==> config.mk <==
export PLATFORM = sky130hd
export DESIGN_NAME = keyed_every_nth_thinning_unit
export DESIGN_NICKNAME = d
export VERILOG_FILES = /design/src/ketn_pkg.sv /design/src/keyed_every_nth_thinning_unit.sv /design/src/ketn_mod_unit.sv
export SDC_FILE = /design/constraint.sdc
export NUM_CORES = 2
export LEC_CHECK = 0
export ABC_AREA = 1
export BUFFER_PORTS_ARGS = -buffer_cell sky130_fd_sc_hd__buf_4
export CORE_MARGIN = 2
export CORE_UTILIZATION = 45
export CTS_BUF_LIST = sky130_fd_sc_hd__clkbuf_8 sky130_fd_sc_hd__clkbuf_16
export DETAILED_ROUTE_END_ITERATION = 10
export REMOVE_ABC_BUFFERS = 1
export SYNTH_ARGS = -nofsm -noshare
export SYNTH_HDL_FRONTEND = slang
export SYNTH_HIERARCHICAL = 1
export SYNTH_SLANG_ARGS = --single-unit
==> constraint.sdc <==
create_clock -name clk_i -period 23.1 [get_ports clk_i]
set_clock_uncertainty 0.2 [all_clocks]
set_input_delay 2.31 -clock clk_i [delete_from_list [all_inputs] [get_ports clk_i]]
set_output_delay 2.31 -clock clk_i [all_outputs]
set_load 0.005 [all_outputs]
==> src/ketn_pkg.sv <==
// Package for the keyed every-nth thinning unit: field widths, microcode
// word layout, jump conditions, program addresses and the control store.
// No dependencies.
`default_nettype none

package ketn_pkg;

  localparam int unsigned KEY_W    = 64;
  localparam int unsigned STEP_W   = 16;
  localparam int unsigned VCNT_W   = 2;
  localparam int unsigned VAL_W    = 64;
  localparam int unsigned CNT_W    = 32;
  localparam int unsigned BITCNT_W = $clog2(CNT_W);
  localparam int unsigned PC_W     = 5;

  localparam int unsigned S_TDATA_W = 216;
  localparam int unsigned M_TDATA_W = 8;

  typedef enum logic [3:0] {
    C_NONE,
    C_ALWAYS,
    C_NO_INPUT,
    C_CLEAR,
    C_STEP_LE1,
    C_FREE,
    C_KEY_HIT,
    C_NOT_LAST,
    C_REPEAT,
    C_MOD_BUSY,
    C_MOD_ONE,
    C_OUT_BUSY
  } cond_e;

  typedef enum logic [1:0] {
    CNT_HOLD,
    CNT_ONE,
    CNT_INC
  } cnt_op_e;

  typedef struct packed {
    logic            in_ready;
    cond_e           cond;
    logic [PC_W-1:0] target;
    logic            ptr_clr;
    logic            ptr_inc;
    logic            mem_rd;
    cnt_op_e         cnt_op;
    logic            mod_start;
    logic            we_cnt;
    logic            we_key;
    logic            we_vals;
    logic            we_last;
    logic            last_val;
    logic            set_valid;
    logic            clr_valid;
    logic            set_res;
    logic            res_take;
    logic            res_take_step;
    logic            res_full;
    logic            emit;
  } ctl_word_t;

  // Program addresses
  localparam logic [PC_W-1:0] A_IDLE  = 5'd0;
  localparam logic [PC_W-1:0] A_DISP  = 5'd1;
  localparam logic [PC_W-1:0] A_START = 5'd2;
  localparam logic [PC_W-1:0] A_SCAN  = 5'd3;
  localparam logic [PC_W-1:0] A_CMP   = 5'd4;
  localparam logic [PC_W-1:0] A_NEXT  = 5'd5;
  localparam logic [PC_W-1:0] A_FULL  = 5'd6;
  localparam logic [PC_W-1:0] A_HIT   = 5'd7;
  localparam logic [PC_W-1:0] A_INC   = 5'd8;
  localparam logic [PC_W-1:0] A_MODGO = 5'd9;
  localparam logic [PC_W-1:0] A_WAIT  = 5'd10;
  localparam logic [PC_W-1:0] A_TEST  = 5'd11;
  localparam logic [PC_W-1:0] A_DROP  = 5'd12;
  localparam logic [PC_W-1:0] A_KEEP  = 5'd13;
  localparam logic [PC_W-1:0] A_NEW   = 5'd14;
  localparam logic [PC_W-1:0] A_NEWWR = 5'd15;
  localparam logic [PC_W-1:0] A_TAKE  = 5'd16;
  localparam logic [PC_W-1:0] A_CLR   = 5'd17;
  localparam logic [PC_W-1:0] A_SMALL = 5'd18;
  localparam logic [PC_W-1:0] A_EMIT  = 5'd19;
  localparam logic [PC_W-1:0] A_BACK  = 5'd20;

  function automatic ctl_word_t ucode(input logic [PC_W-1:0] pc);
    ctl_word_t w;
    w        = '0;
    w.cond   = C_NONE;
    w.cnt_op = CNT_HOLD;
    w.target = A_IDLE;
    unique case (pc)
      A_IDLE: begin
        w.in_ready = 1'b1;
        w.cond     = C_NO_INPUT;
        w.target   = A_IDLE;
      end
      A_DISP: begin
        w.cond   = C_CLEAR;
        w.target = A_CLR;
      end
      A_START: begin
        w.ptr_clr = 1'b1;
        w.cond    = C_STEP_LE1;
        w.target  = A_SMALL;
      end
      A_SCAN: begin
        w.mem_rd = 1'b1;
        w.cond   = C_FREE;
        w.target = A_NEW;
      end
      A_CMP: begin
        w.cond   = C_KEY_HIT;
        w.target = A_HIT;
      end
      A_NEXT: begin
        w.ptr_inc = 1'b1;
        w.cond    = C_NOT_LAST;
        w.target  = A_SCAN;
      end
      A_FULL: begin
        w.set_res  = 1'b1;
        w.res_full = 1'b1;
        w.cond     = C_ALWAYS;
        w.target   = A_EMIT;
      end
      A_HIT: begin
        w.cond   = C_REPEAT;
        w.target = A_TAKE;
      end
      A_INC: begin
        w.cnt_op = CNT_INC;
      end
      A_MODGO: begin
        w.mod_start = 1'b1;
      end
      A_WAIT: begin
        w.cond   = C_MOD_BUSY;
        w.target = A_WAIT;
      end
      A_TEST: begin
        w.cond   = C_MOD_ONE;
        w.target = A_KEEP;
      end
      A_DROP: begin
        w.we_cnt  = 1'b1;
        w.we_last = 1'b1;
        w.set_res = 1'b1;
        w.cond    = C_ALWAYS;
        w.target  = A_EMIT;
      end
      A_KEEP: begin
        w.we_cnt   = 1'b1;
        w.we_vals  = 1'b1;
        w.we_last  = 1'b1;
        w.last_val = 1'b1;
        w.set_res  = 1'b1;
        w.res_take = 1'b1;
        w.cond     = C_ALWAYS;
        w.target   = A_EMIT;
      end
      A_NEW: begin
        w.cnt_op = CNT_ONE;
      end
      A_NEWWR: begin
        w.we_cnt    = 1'b1;
        w.we_key    = 1'b1;
        w.we_vals   = 1'b1;
        w.we_last   = 1'b1;
        w.last_val  = 1'b1;
        w.set_valid = 1'b1;
        w.set_res   = 1'b1;
        w.res_take  = 1'b1;
        w.cond      = C_ALWAYS;
        w.target    = A_EMIT;
      end
      A_TAKE: begin
        w.set_res  = 1'b1;
        w.res_take = 1'b1;
        w.cond     = C_ALWAYS;
        w.target   = A_EMIT;
      end
      A_CLR: begin
        w.clr_valid = 1'b1;
        w.set_res   = 1'b1;
        w.cond      = C_ALWAYS;
        w.target    = A_EMIT;
      end
      A_SMALL: begin
        w.set_res       = 1'b1;
        w.res_take_step = 1'b1;
        w.cond          = C_ALWAYS;
        w.target        = A_EMIT;
      end
      A_EMIT: begin
        w.emit   = 1'b1;
        w.cond   = C_OUT_BUSY;
        w.target = A_EMIT;
      end
      A_BACK: begin
        w.cond   = C_ALWAYS;
        w.target = A_IDLE;
      end
      default: begin
        w.cond   = C_ALWAYS;
        w.target = A_IDLE;
      end
    endcase
    return w;
  endfunction

endpackage

`default_nettype wire

==> src/keyed_every_nth_thinning_unit.sv <==
// Top level of the keyed every-nth thinning unit: microcoded sequencer,
// stream table memories and result register. Depends on ketn_pkg, ketn_mod_unit.
//
// channel  dir  tdata                                            tuser
// s_axis   in   key, step_n, value_count, val_a, val_b           req_type
// m_axis   out  take                                             table_full
//
// A new record is taken only once the result of the last one is in the output
// register. A lookup scans the entries in order; a new key goes to the first free
// entry, and a count advance waits on the bit-serial remainder.
// Reset clears the entry valid bits, the sequencer and the output valid bit.
// A finished result waits in the output register; the next record is taken
// meanwhile and only its own result stalls on a busy output.
`default_nettype none

module keyed_every_nth_thinning_unit #(
  parameter int unsigned TABLE_ENTRIES = 16
) (
  input  wire logic                               clk_i,
  input  wire logic                               rst_ni,
  input  wire logic                               s_axis_tvalid,
  output logic                                    s_axis_tready,
  // [63:0] stream_key, [79:64] step_n, [81:80] value_count,
  // [145:82] val_a, [209:146] val_b, [215:210] zero
  input  wire logic [ketn_pkg::S_TDATA_W-1:0]     s_axis_tdata,
  // [0] req_type
  input  wire logic [0:0]                         s_axis_tuser,
  output logic                                    m_axis_tvalid,
  input  wire logic                               m_axis_tready,
  // [0] take, [7:1] zero
  output logic [ketn_pkg::M_TDATA_W-1:0]          m_axis_tdata,
  // [0] table_full
  output logic [0:0]                              m_axis_tuser
);

  localparam int unsigned PTR_W = (TABLE_ENTRIES > 1) ? $clog2(TABLE_ENTRIES) : 1;
  localparam logic [PTR_W-1:0] PTR_LAST = PTR_W'(TABLE_ENTRIES - 1);

  ketn_pkg::ctl_word_t ctl;
  logic [ketn_pkg::PC_W-1:0] pc_q, pc_d;
  logic jump;

  // captured record
  logic                          req_q;
  logic [ketn_pkg::KEY_W-1:0]    key_q;
  logic [ketn_pkg::STEP_W-1:0]   step_q;
  logic [ketn_pkg::VCNT_W-1:0]   vc_q;
  logic [ketn_pkg::VAL_W-1:0]    v1_q;
  logic [ketn_pkg::VAL_W-1:0]    v2_q;
  logic                          in_fire;
  logic [ketn_pkg::VCNT_W-1:0]   in_vc;

  // table
  logic [TABLE_ENTRIES-1:0]      valid_q;
  logic [PTR_W-1:0]              ptr_q;
  logic [ketn_pkg::CNT_W-1:0]    cnt_mem    [TABLE_ENTRIES];
  logic [ketn_pkg::KEY_W-1:0]    key_mem    [TABLE_ENTRIES];
  logic [ketn_pkg::VAL_W-1:0]    first_mem  [TABLE_ENTRIES];
  logic [ketn_pkg::VAL_W-1:0]    second_mem [TABLE_ENTRIES];
  logic [ketn_pkg::VCNT_W-1:0]   vc_mem     [TABLE_ENTRIES];
  logic                          last_mem   [TABLE_ENTRIES];
  logic [ketn_pkg::CNT_W-1:0]    rd_cnt_q;
  logic [ketn_pkg::KEY_W-1:0]    rd_key_q;
  logic [ketn_pkg::VAL_W-1:0]    rd_first_q;
  logic [ketn_pkg::VAL_W-1:0]    rd_second_q;
  logic [ketn_pkg::VCNT_W-1:0]   rd_vc_q;
  logic                          rd_last_q;

  logic [ketn_pkg::CNT_W-1:0]    cnt_q;
  logic [ketn_pkg::CNT_W-1:0]    cnt_inc;
  logic                          mod_busy;
  logic [ketn_pkg::STEP_W-1:0]   mod_rem;
  logic                          repeat_hit;

  // result
  logic res_take_q, res_full_q;
  logic out_vld_q, out_take_q, out_full_q;
  logic out_busy, emit_fire;

  always_comb begin
    ctl = ketn_pkg::ucode(pc_q);
  end

  assign s_axis_tready = ctl.in_ready;
  assign in_fire       = s_axis_tvalid && s_axis_tready;
  assign in_vc         = s_axis_tdata[81:80];
  assign out_busy      = out_vld_q && !m_axis_tready;
  assign emit_fire     = ctl.emit && !out_busy;
  assign repeat_hit    = rd_last_q && (rd_vc_q == vc_q) &&
                         (rd_first_q == v1_q) && (rd_second_q == v2_q);

  always_comb begin
    unique case (ctl.cond)
      ketn_pkg::C_NONE:     jump = 1'b0;
      ketn_pkg::C_ALWAYS:   jump = 1'b1;
      ketn_pkg::C_NO_INPUT: jump = !s_axis_tvalid;
      ketn_pkg::C_CLEAR:    jump = req_q;
      ketn_pkg::C_STEP_LE1: jump = (step_q[ketn_pkg::STEP_W-1:1] == '0);
      ketn_pkg::C_FREE:     jump = !valid_q[ptr_q];
      ketn_pkg::C_KEY_HIT:  jump = (rd_key_q == key_q);
      ketn_pkg::C_NOT_LAST: jump = (ptr_q != PTR_LAST);
      ketn_pkg::C_REPEAT:   jump = repeat_hit;
      ketn_pkg::C_MOD_BUSY: jump = mod_busy;
      ketn_pkg::C_MOD_ONE:  jump = (mod_rem == ketn_pkg::STEP_W'(1));
      ketn_pkg::C_OUT_BUSY: jump = out_busy;
      default:              jump = 1'b0;
    endcase
  end

  always_comb begin
    pc_d = jump ? ctl.target : pc_q + 1'b1;
  end

  always_ff @(posedge clk_i or negedge rst_ni) begin
    if (!rst_ni) begin
      pc_q <= ketn_pkg::A_IDLE;
    end else begin
      pc_q <= pc_d;
    end
  end

  // absent values read as zero
  always_ff @(posedge clk_i) begin
    if (in_fire) begin
      req_q  <= s_axis_tuser[0];
      key_q  <= s_axis_tdata[63:0];
      step_q <= s_axis_tdata[79:64];
      vc_q   <= in_vc;
      v1_q   <= (in_vc != 2'd0) ? s_axis_tdata[145:82] : '0;
      v2_q   <= in_vc[1] ? s_axis_tdata[209:146] : '0;
    end
  end

  always_ff @(posedge clk_i or negedge rst_ni) begin
    if (!rst_ni) begin
      valid_q <= '0;
    end else if (ctl.clr_valid) begin
      valid_q <= '0;
    end else if (ctl.set_valid) begin
      valid_q[ptr_q] <= 1'b1;
    end
  end

  always_ff @(posedge clk_i) begin
    if (ctl.ptr_clr) begin
      ptr_q <= '0;
    end else if (ctl.ptr_inc) begin
      ptr_q <= ptr_q + 1'b1;
    end
  end

  // count wraps from all ones to one
  assign cnt_inc = (rd_cnt_q == '1) ? ketn_pkg::CNT_W'(1) : rd_cnt_q + 1'b1;

  always_ff @(posedge clk_i) begin
    case (ctl.cnt_op)
      ketn_pkg::CNT_ONE: cnt_q <= ketn_pkg::CNT_W'(1);
      ketn_pkg::CNT_INC: cnt_q <= cnt_inc;
      default:           cnt_q <= cnt_q;
    endcase
  end

  always_ff @(posedge clk_i) begin
    if (ctl.we_cnt) begin
      cnt_mem[ptr_q] <= cnt_q;
    end
    if (ctl.we_key) begin
      key_mem[ptr_q] <= key_q;
    end
    if (ctl.we_vals) begin
      first_mem[ptr_q]  <= v1_q;
      second_mem[ptr_q] <= v2_q;
      vc_mem[ptr_q]     <= vc_q;
    end
    if (ctl.we_last) begin
      last_mem[ptr_q] <= ctl.last_val;
    end
  end

  always_ff @(posedge clk_i) begin
    if (ctl.mem_rd) begin
      rd_cnt_q    <= cnt_mem[ptr_q];
      rd_key_q    <= key_mem[ptr_q];
      rd_first_q  <= first_mem[ptr_q];
      rd_second_q <= second_mem[ptr_q];
      rd_vc_q     <= vc_mem[ptr_q];
      rd_last_q   <= last_mem[ptr_q];
    end
  end

  ketn_mod_unit u_mod (
    .clk_i      (clk_i),
    .rst_ni     (rst_ni),
    .start_i    (ctl.mod_start),
    .dividend_i (cnt_q),
    .divisor_i  (step_q),
    .busy_o     (mod_busy),
    .rem_o      (mod_rem)
  );

  always_ff @(posedge clk_i) begin
    if (ctl.set_res) begin
      res_take_q <= ctl.res_take_step ? step_q[0] : ctl.res_take;
      res_full_q <= ctl.res_full;
    end
  end

  always_ff @(posedge clk_i or negedge rst_ni) begin
    if (!rst_ni) begin
      out_vld_q <= 1'b0;
    end else if (emit_fire) begin
      out_vld_q <= 1'b1;
    end else if (m_axis_tready) begin
      out_vld_q <= 1'b0;
    end
  end

  always_ff @(posedge clk_i) begin
    if (emit_fire) begin
      out_take_q <= res_take_q;
      out_full_q <= res_full_q;
    end
  end

  assign m_axis_tvalid = out_vld_q;
  assign m_axis_tdata  = {(ketn_pkg::M_TDATA_W-1)'(0), out_take_q};
  assign m_axis_tuser  = out_full_q;

  a_full_needs_all_valid: assert property (
    @(posedge clk_i) disable iff (!rst_ni)
    (emit_fire && res_full_q) |-> (&valid_q)
  ) else $error("table_full reported with a free entry");

  a_mod_only_in_wait: assert property (
    @(posedge clk_i) disable iff (!rst_ni)
    mod_busy |-> (pc_q == ketn_pkg::A_WAIT)
  ) else $error("remainder unit busy outside its wait step");

  a_count_write_in_use: assert property (
    @(posedge clk_i) disable iff (!rst_ni)
    (ctl.we_cnt && !ctl.set_valid) |-> valid_q[ptr_q]
  ) else $error("count written to an unused entry");

  a_no_accept_while_busy: assert property (
    @(posedge clk_i) disable iff (!rst_ni)
    (mod_busy || ctl.mem_rd) |-> !s_axis_tready
  ) else $error("record transfer taken mid-operation");

endmodule

`default_nettype wire

==> src/ketn_mod_unit.sv <==
// Bit-serial remainder unit: 32-bit count modulo 16-bit step, one bit a cycle.
// Depends on ketn_pkg.
`default_nettype none

module ketn_mod_unit (
  input  wire logic                             clk_i,
  input  wire logic                             rst_ni,
  input  wire logic                             start_i,
  input  wire logic [ketn_pkg::CNT_W-1:0]       dividend_i,
  input  wire logic [ketn_pkg::STEP_W-1:0]      divisor_i,
  output logic                                  busy_o,
  output logic [ketn_pkg::STEP_W-1:0]           rem_o
);

  logic                              busy_q;
  logic [ketn_pkg::BITCNT_W-1:0]     bit_q;
  logic [ketn_pkg::CNT_W-1:0]        dvd_q;
  logic [ketn_pkg::STEP_W-1:0]       rem_q;
  logic [ketn_pkg::STEP_W:0]         trial;
  logic [ketn_pkg::STEP_W+1:0]       diff;
  logic [ketn_pkg::STEP_W-1:0]       rem_d;

  always_comb begin
    trial = {rem_q, dvd_q[ketn_pkg::CNT_W-1]};
    diff  = {1'b0, trial} - {2'b00, divisor_i};
    rem_d = diff[ketn_pkg::STEP_W+1] ? trial[ketn_pkg::STEP_W-1:0]
                                     : diff[ketn_pkg::STEP_W-1:0];
  end

  always_ff @(posedge clk_i or negedge rst_ni) begin
    if (!rst_ni) begin
      busy_q <= 1'b0;
    end else if (start_i) begin
      busy_q <= 1'b1;
    end else if (busy_q && (bit_q == '0)) begin
      busy_q <= 1'b0;
    end
  end

  always_ff @(posedge clk_i) begin
    if (start_i) begin
      dvd_q <= dividend_i;
      rem_q <= '0;
      bit_q <= '1;
    end else if (busy_q) begin
      dvd_q <= {dvd_q[ketn_pkg::CNT_W-2:0], 1'b0};
      rem_q <= rem_d;
      bit_q <= bit_q - 1'b1;
    end
  end

  assign busy_o = busy_q;
  assign rem_o  = rem_q;

endmodule

`default_nettype wire

# == Word level (Yosys, flattened, before mapping) ==
# Memory sizes are Yosys's and may differ from the RTL's. A register that Yosys moved wholly into a read port is not among the register bits.
# Cells that the tools add are included.
# word_totals
reg_bits,327
ramBits,3632
in_bits,221
output_inout_bits,11
elab_cells,138
n_memories,6
# memory_table
name,words,word_bits,rd,rd_ports_with_merged_regs,wr,line,source
first_mem,16,64,1,1,1,keyed_every_nth_thinning_unit.sv:58,logic [ketn_pkg::VAL_W-1:0] first_mem [TABLE_ENTRIES];
key_mem,16,64,1,1,1,keyed_every_nth_thinning_unit.sv:57,logic [ketn_pkg::KEY_W-1:0] key_mem [TABLE_ENTRIES];
second_mem,16,64,1,1,1,keyed_every_nth_thinning_unit.sv:59,logic [ketn_pkg::VAL_W-1:0] second_mem [TABLE_ENTRIES];
cnt_mem,16,32,1,1,1,keyed_every_nth_thinning_unit.sv:56,logic [ketn_pkg::CNT_W-1:0] cnt_mem [TABLE_ENTRIES];
vc_mem,16,2,1,1,1,keyed_every_nth_thinning_unit.sv:60,logic [ketn_pkg::VCNT_W-1:0] vc_mem [TABLE_ENTRIES];
last_mem,16,1,1,1,1,keyed_every_nth_thinning_unit.sv:61,logic last_mem [TABLE_ENTRIES];
# op_classes
add_sub_neg,5
order_cmp,2
n_eq_ne,39
muxes,40
n_bitwise,1
n_reduce_logical,26
# op_table
op,count
$eq A64 B64 Y1,3
$pmux W9 S12,1
$mux W32,3
$pmux W32 S2,1
$mux W16,3
$eq A5 B4 Y1 const B,8
$add A32 B1 Y32 const B,1
$eq A32 B32 Y1 const B,1
$mux W1,27
$eq A5 B3 Y1 const B,4
$eq A5 B5 Y1 const B,4
$sub A17 B16 Y18,1
$eq A16 B1 Y1 const B,1
$eq A4 B3 Y1 const B,4
$eq A4 B4 Y1 const B,4
$or A16 B16 Y16,1
$logic_not A15 Y1,1
$reduce_bool A2 Y1,6
$pmux W1 S11,1
$eq A5 B2 Y1 const B,2
$logic_not A5 Y1,2
$reduce_or A3 Y1,3
$eq A4 B2 Y1 const B,2
$logic_and A1 B1 Y1,8
18 further kinds,21

# == Depth between registers and ports, before layout ==
# logic_depth
depth_word,7
mapped_depth,19

# == Modules after synthesis ==
# Netlist, hierarchy kept.
# modules_own_cells
mod,instances,cells_per_inst,area_each_um2
keyed_every_nth_thinning_unit,1,11929,159638.1
ketn_mod_unit,1,487,3490.8

# == Worst setup path before layout ==
# Ideal clock, no wire load.
# synth_path
kind,input -> register
from,input port s_axis_tvalid
to,register key_q[0] in the netlist's numbering (enable)
t_arrival_ns,16.487
required_time_ns,21.860
slack_ns,5.372
path_stages,2
path_buffers,0
path_cell_list,inv_1 > nor3_1
# synth_between
elab_chain_len,1
# synth_lines
element,line,source
from (decl),keyed_every_nth_thinning_unit.sv:21,"input wire logic s_axis_tvalid,"
$logic_and A1 B1 Y1,keyed_every_nth_thinning_unit.sv:85,assign in_fire = s_axis_tvalid && s_axis_tready;
via in_fire,keyed_every_nth_thinning_unit.sv:50,logic in_fire;
to (signal assigned),keyed_every_nth_thinning_unit.sv:126,key_q <= s_axis_tdata[63:0];
to (decl),keyed_every_nth_thinning_unit.sv:45,logic [ketn_pkg::KEY_W-1:0] key_q;
# The timed path passes the listed nets, and every way through them passes these cells.
# A chain may end at the register's enable or synchronous reset.

==> metrics.md <==
| Metric | Value |
|---|---|
| Distinct cell type count after synthesis | 51 |
| Maxcap violations | 0 |
| Crit-path cells | buf_12 > buf_12 > buf_4 > buf_4 > buf_4 > buf_4 > o21ai_0 > o22ai_1 > nand2_1 > nand4_1 |
| CP arrival | between 7000 and 8000 ps |
| Total negative slack | 0 ps |
| Worst-skew pair later-pin latency | 1000 ps |
| CTS buffer count | 425 |
| Min-delay worst type | register to register |
| Die height | roughly 600 µm |
| Synth Area in Adders | 0.2270% |
| Worst setup endpoint | rd_second_q[60] |
| Layout net count | ~13,000 |
| Vias per Instance | roughly 5.8 |
| Final Hold Fails | 0 |
| Worst vdd ir | between 0.00009 and 0.0001 V |
| CTS tree | done |
| Clk root buf | clkbuf_16 |
| Worst-margin pin slew | approximately 1300 ps |
| Total global routing overflow | 0 |
| Share of the synthesized area in the top cell type | 76.17% |
| Antenna violation net count after detailed routing | 0 |
| Share of post-route cells with drive strength above 1 | roughly 8.4% |
| Initial antenna violation count | 10 |
| Crit path required time | about 24,000 ps |
| P_leak | between 60 and 70 nW |
| Post-synthesis sequential area ratio | roughly three quarters |
| Period utilisation layout | between 20 and 30% |
| CP startpoint kind | register |
| Largest family of logic cells by synthesized area | simple AND/OR/NAND/NOR gates |
| CP max stage delay | ~1000 ps |
| Yosys warns | 6 |
| Max-slew violations | 0 |
| Synth Instances | about 12,000 |
| Boundary pin count | about 230 |
| Post-CTS Hold Fix Bufs | 0 |
| Xor/xnor share of the synthesized area | less than 1% |
| Clock slew at reported path FFs | around 60 ps |
| Synth Area per Inst | ~13 µm² |
| GRT Overall Usage | 23.08% |
| Synth area leader | edfxtp_1 |
| Final WL | about 430,000 µm |
| Post-route DRC | 0 |
| RR Endpoint | rd_second_q[60] |
| Crit-path slowest cell | buf_4 |
| Final hold slack | 223.8 ps |
| CP dominant cell by count | buf_4 |
| Port Buf Inserts | ~220 |
| Core area | 361,700 µm² |
| Reg2Reg Setup Slack | 16,520 ps |
| Total number of vias | 102,100 |
| First-pass GRT wire length | approximately 640,000 µm |
| DPL Wire Length | about 200,000 µm |
| DR pass1 iterations | 6 |
| Crit path buffers/inverters | 6 |
| Clk buf depth | 4 |
| Routability Congestion | 0.7905 |
| RSZ-0062 raised after global routing | no |
| Syn-to-layout area delta | 12.39% |
| Pin count of the biggest net entering global routing | 235 |
| Flops & latches, synth | between 4,000 and 5,000 |
| Power Density | 108.0 nW/µm² |
| DRT iter0 DRCs | ~11,000 |
| Post-CTS Resized | 0 |
| Levels on crit path | 10 |
| Status | finished clean |
| Initial core utilization | around 45% |
| CP max FO | around 230 |
| FF-to-FF Start | ptr_q[0] |
| CP delay by family, top | buffers and inverters |
| CTS sink cnt | 4,186 |
| Worst rel slew slack | 16.35% |
| CTS H-tree depth | 5 |
| Reg2Reg Depth | 10 |
| Achievable clock frequency | between 150 and 200 MHz |
| Simple-gate share of the synthesized area | roughly 10% |
| Compound-gate portion of the synthesized area | roughly a tenth |
| Post-route minimum period | around 6600 ps |
| Number of global-route vias before repair | just over 100k |
| Die width | 606.1 µm |
| Crit path kind | register to register |
| CP startpoint | ptr_q[0] |
| Mapped Area | approximately 160,000 µm² |
| Routed wire per std cell | between 20 and 25 µm |
| Post-CTS setup buffers | 0 |
| Post-synthesis mux area share | 0% |
| # rows | approximately 220 |
| Final Setup Violations | 0 |
| Top post-synthesis cells by area | edfxtp_1 (76%), o21ai_0 (5.7%), nor2_1 (5.0%) |
| Critical Path End Type | register |
| Die area | roughly 370,000 µm² |
layout by cell type, fill, tap and decap left out, types with 27 or more instances in the layout:
cell | netlist | final
edfxtp_1 | 4138 | 4138
nor2_1 | 2194 | 2140
o21ai_0 | 1846 | 1846
nand2_1 | 1448 | 1448
o22ai_1 | 908 | 908
inv_1 | 410 | 496
clkbuf_16 | 0 | 430
buf_4 | 12 | 363
nand4_1 | 249 | 249
clkinv_1 | 2 | 124
xor2_1 | 90 | 90
nand3_1 | 78 | 78
clkinv_2 | 0 | 70
nor2_4 | 5 | 58
xnor2_1 | 48 | 48
a21oi_1 | 47 | 46
bufinv_16 | 0 | 38
ha_1 | 28 | 28
nor3_1 | 28 | 27
report_power, final:
group	switching (mW)	total, mW	internal, mW
Combinational	2.76	3.92	1.16
Sequential	0.334	9.20	8.86
Clock	2.87	6.68	3.81
Total	5.97	19.8	13.8
cell families after synthesis:
| kind of cell | after synthesis |
|---|---|
| other | 1 |
| XOR/XNOR | 138 |
| AO/OA/AOI/OAI | 2816 |
| AND/OR/NAND/NOR | 4075 |
| buffers and inverters | 1171 |
| adder cells (fa/ha/maj) | 29 |
| flip-flops | 4186 |
cell usage after synthesis (all sizes together):
| cell type | number |
|---|---|
| a211oi | 2 |
| a21oi | 49 |
| a221oi | 1 |
| a22oi | 1 |
| a31oi | 4 |
| a41oi | 1 |
| and2 | 2 |
| and3 | 1 |
| buf | 136 |
| clkbuf | 614 |
| clkinv | 2 |
| conb | 1 |
| dfrtp | 23 |
| dfxtp | 25 |
| edfxtp | 4138 |
| fa | 1 |
| ha | 28 |
| inv | 419 |
| nand2 | 1465 |
| nand3 | 87 |
| nand3b | 7 |
| nand4 | 249 |
| nor2 | 2208 |
| nor3 | 31 |
| nor3b | 7 |
| nor4 | 14 |
| nor4b | 2 |
| o211ai | 1 |
| o21a | 1 |
| o21ai | 1848 |
| o22ai | 908 |
| or2 | 2 |
| xnor2 | 48 |
| xor2 | 90 |
cell type report:
cell class	instances	area (µm²)
fillers	30270	178300
clock inverters	358	2798
repair buffers	383	3126
inverters	421	1610
well taps	4794	5998
clock buffers	432	10790
flip-flops and latches	4186	125300
diodes	5	12.51
multi-input cells	7065	33670
registers in the layout, summed over array words and instances, names as in the netlist, 2 cells and up:
signal / flops
first_mem: 1024
key_mem: 1024
second_mem: 1024
cnt_mem: 512
key_q: 64
rd_first_q: 64
rd_key_q: 64
rd_second_q: 64
v1_q: 64
v2_q: 64
cnt_q: 32
rd_cnt_q: 32
u_mod/dvd_q: 32
vc_mem: 32
last_mem: 16
step_q: 16
u_mod/rem_o: 16
valid_q: 16
pc_q: 5
u_mod/bit_q: 5
ptr_q: 4
rd_vc_q: 2
vc_q: 2
worst min path at each step:
stage / start / to / slack, ps / cells after the start
global route: res_take_q / out_take_q / 240 / 0
global placement: res_take_q / out_take_q / 210 / 0
CTS: res_full_q / m_axis_tuser / 230 / 0
finish: res_full_q / m_axis_tuser / 220 / 0
floorplan: res_full_q / m_axis_tuser / 200 / 0
detailed placement: res_full_q / m_axis_tuser / 210 / 0
through the flow:
stage / std cells / setup WS, ps / instance area (µm²) / util, % / power (mW)
3_5_place_dp: 16850 / 16580 / 169800 / 46.93 / 13.24
6_report: 17640 / 16520 / 183300 / 50.69 / 19.80
4_1_cts: 17640 / 16610 / 183300 / 50.69 / 19.88
5_1_grt: 17640 / 16100 / 183300 / 50.69 / 20.66
2_1_floorplan: 11670 / -107140 / 160200 / - / 12.82
3_3_place_gp: 16850 / 16780 / 169800 / 46.93 / 13.10
per-layer routing:
metal  up-vias  GRT usage (%)  share of wire [%]  wire length (µm)
met5         -              0              0.011                46
met4         8          7.212                3.1             13530
met3       748          2.899                7.0             30410
met2      4051          38.86                 48            208600
met1     51880          31.34                 42            180000
li1      45370              -                  -                 -
Note: power is estimated with default switching activity, not from simulation.
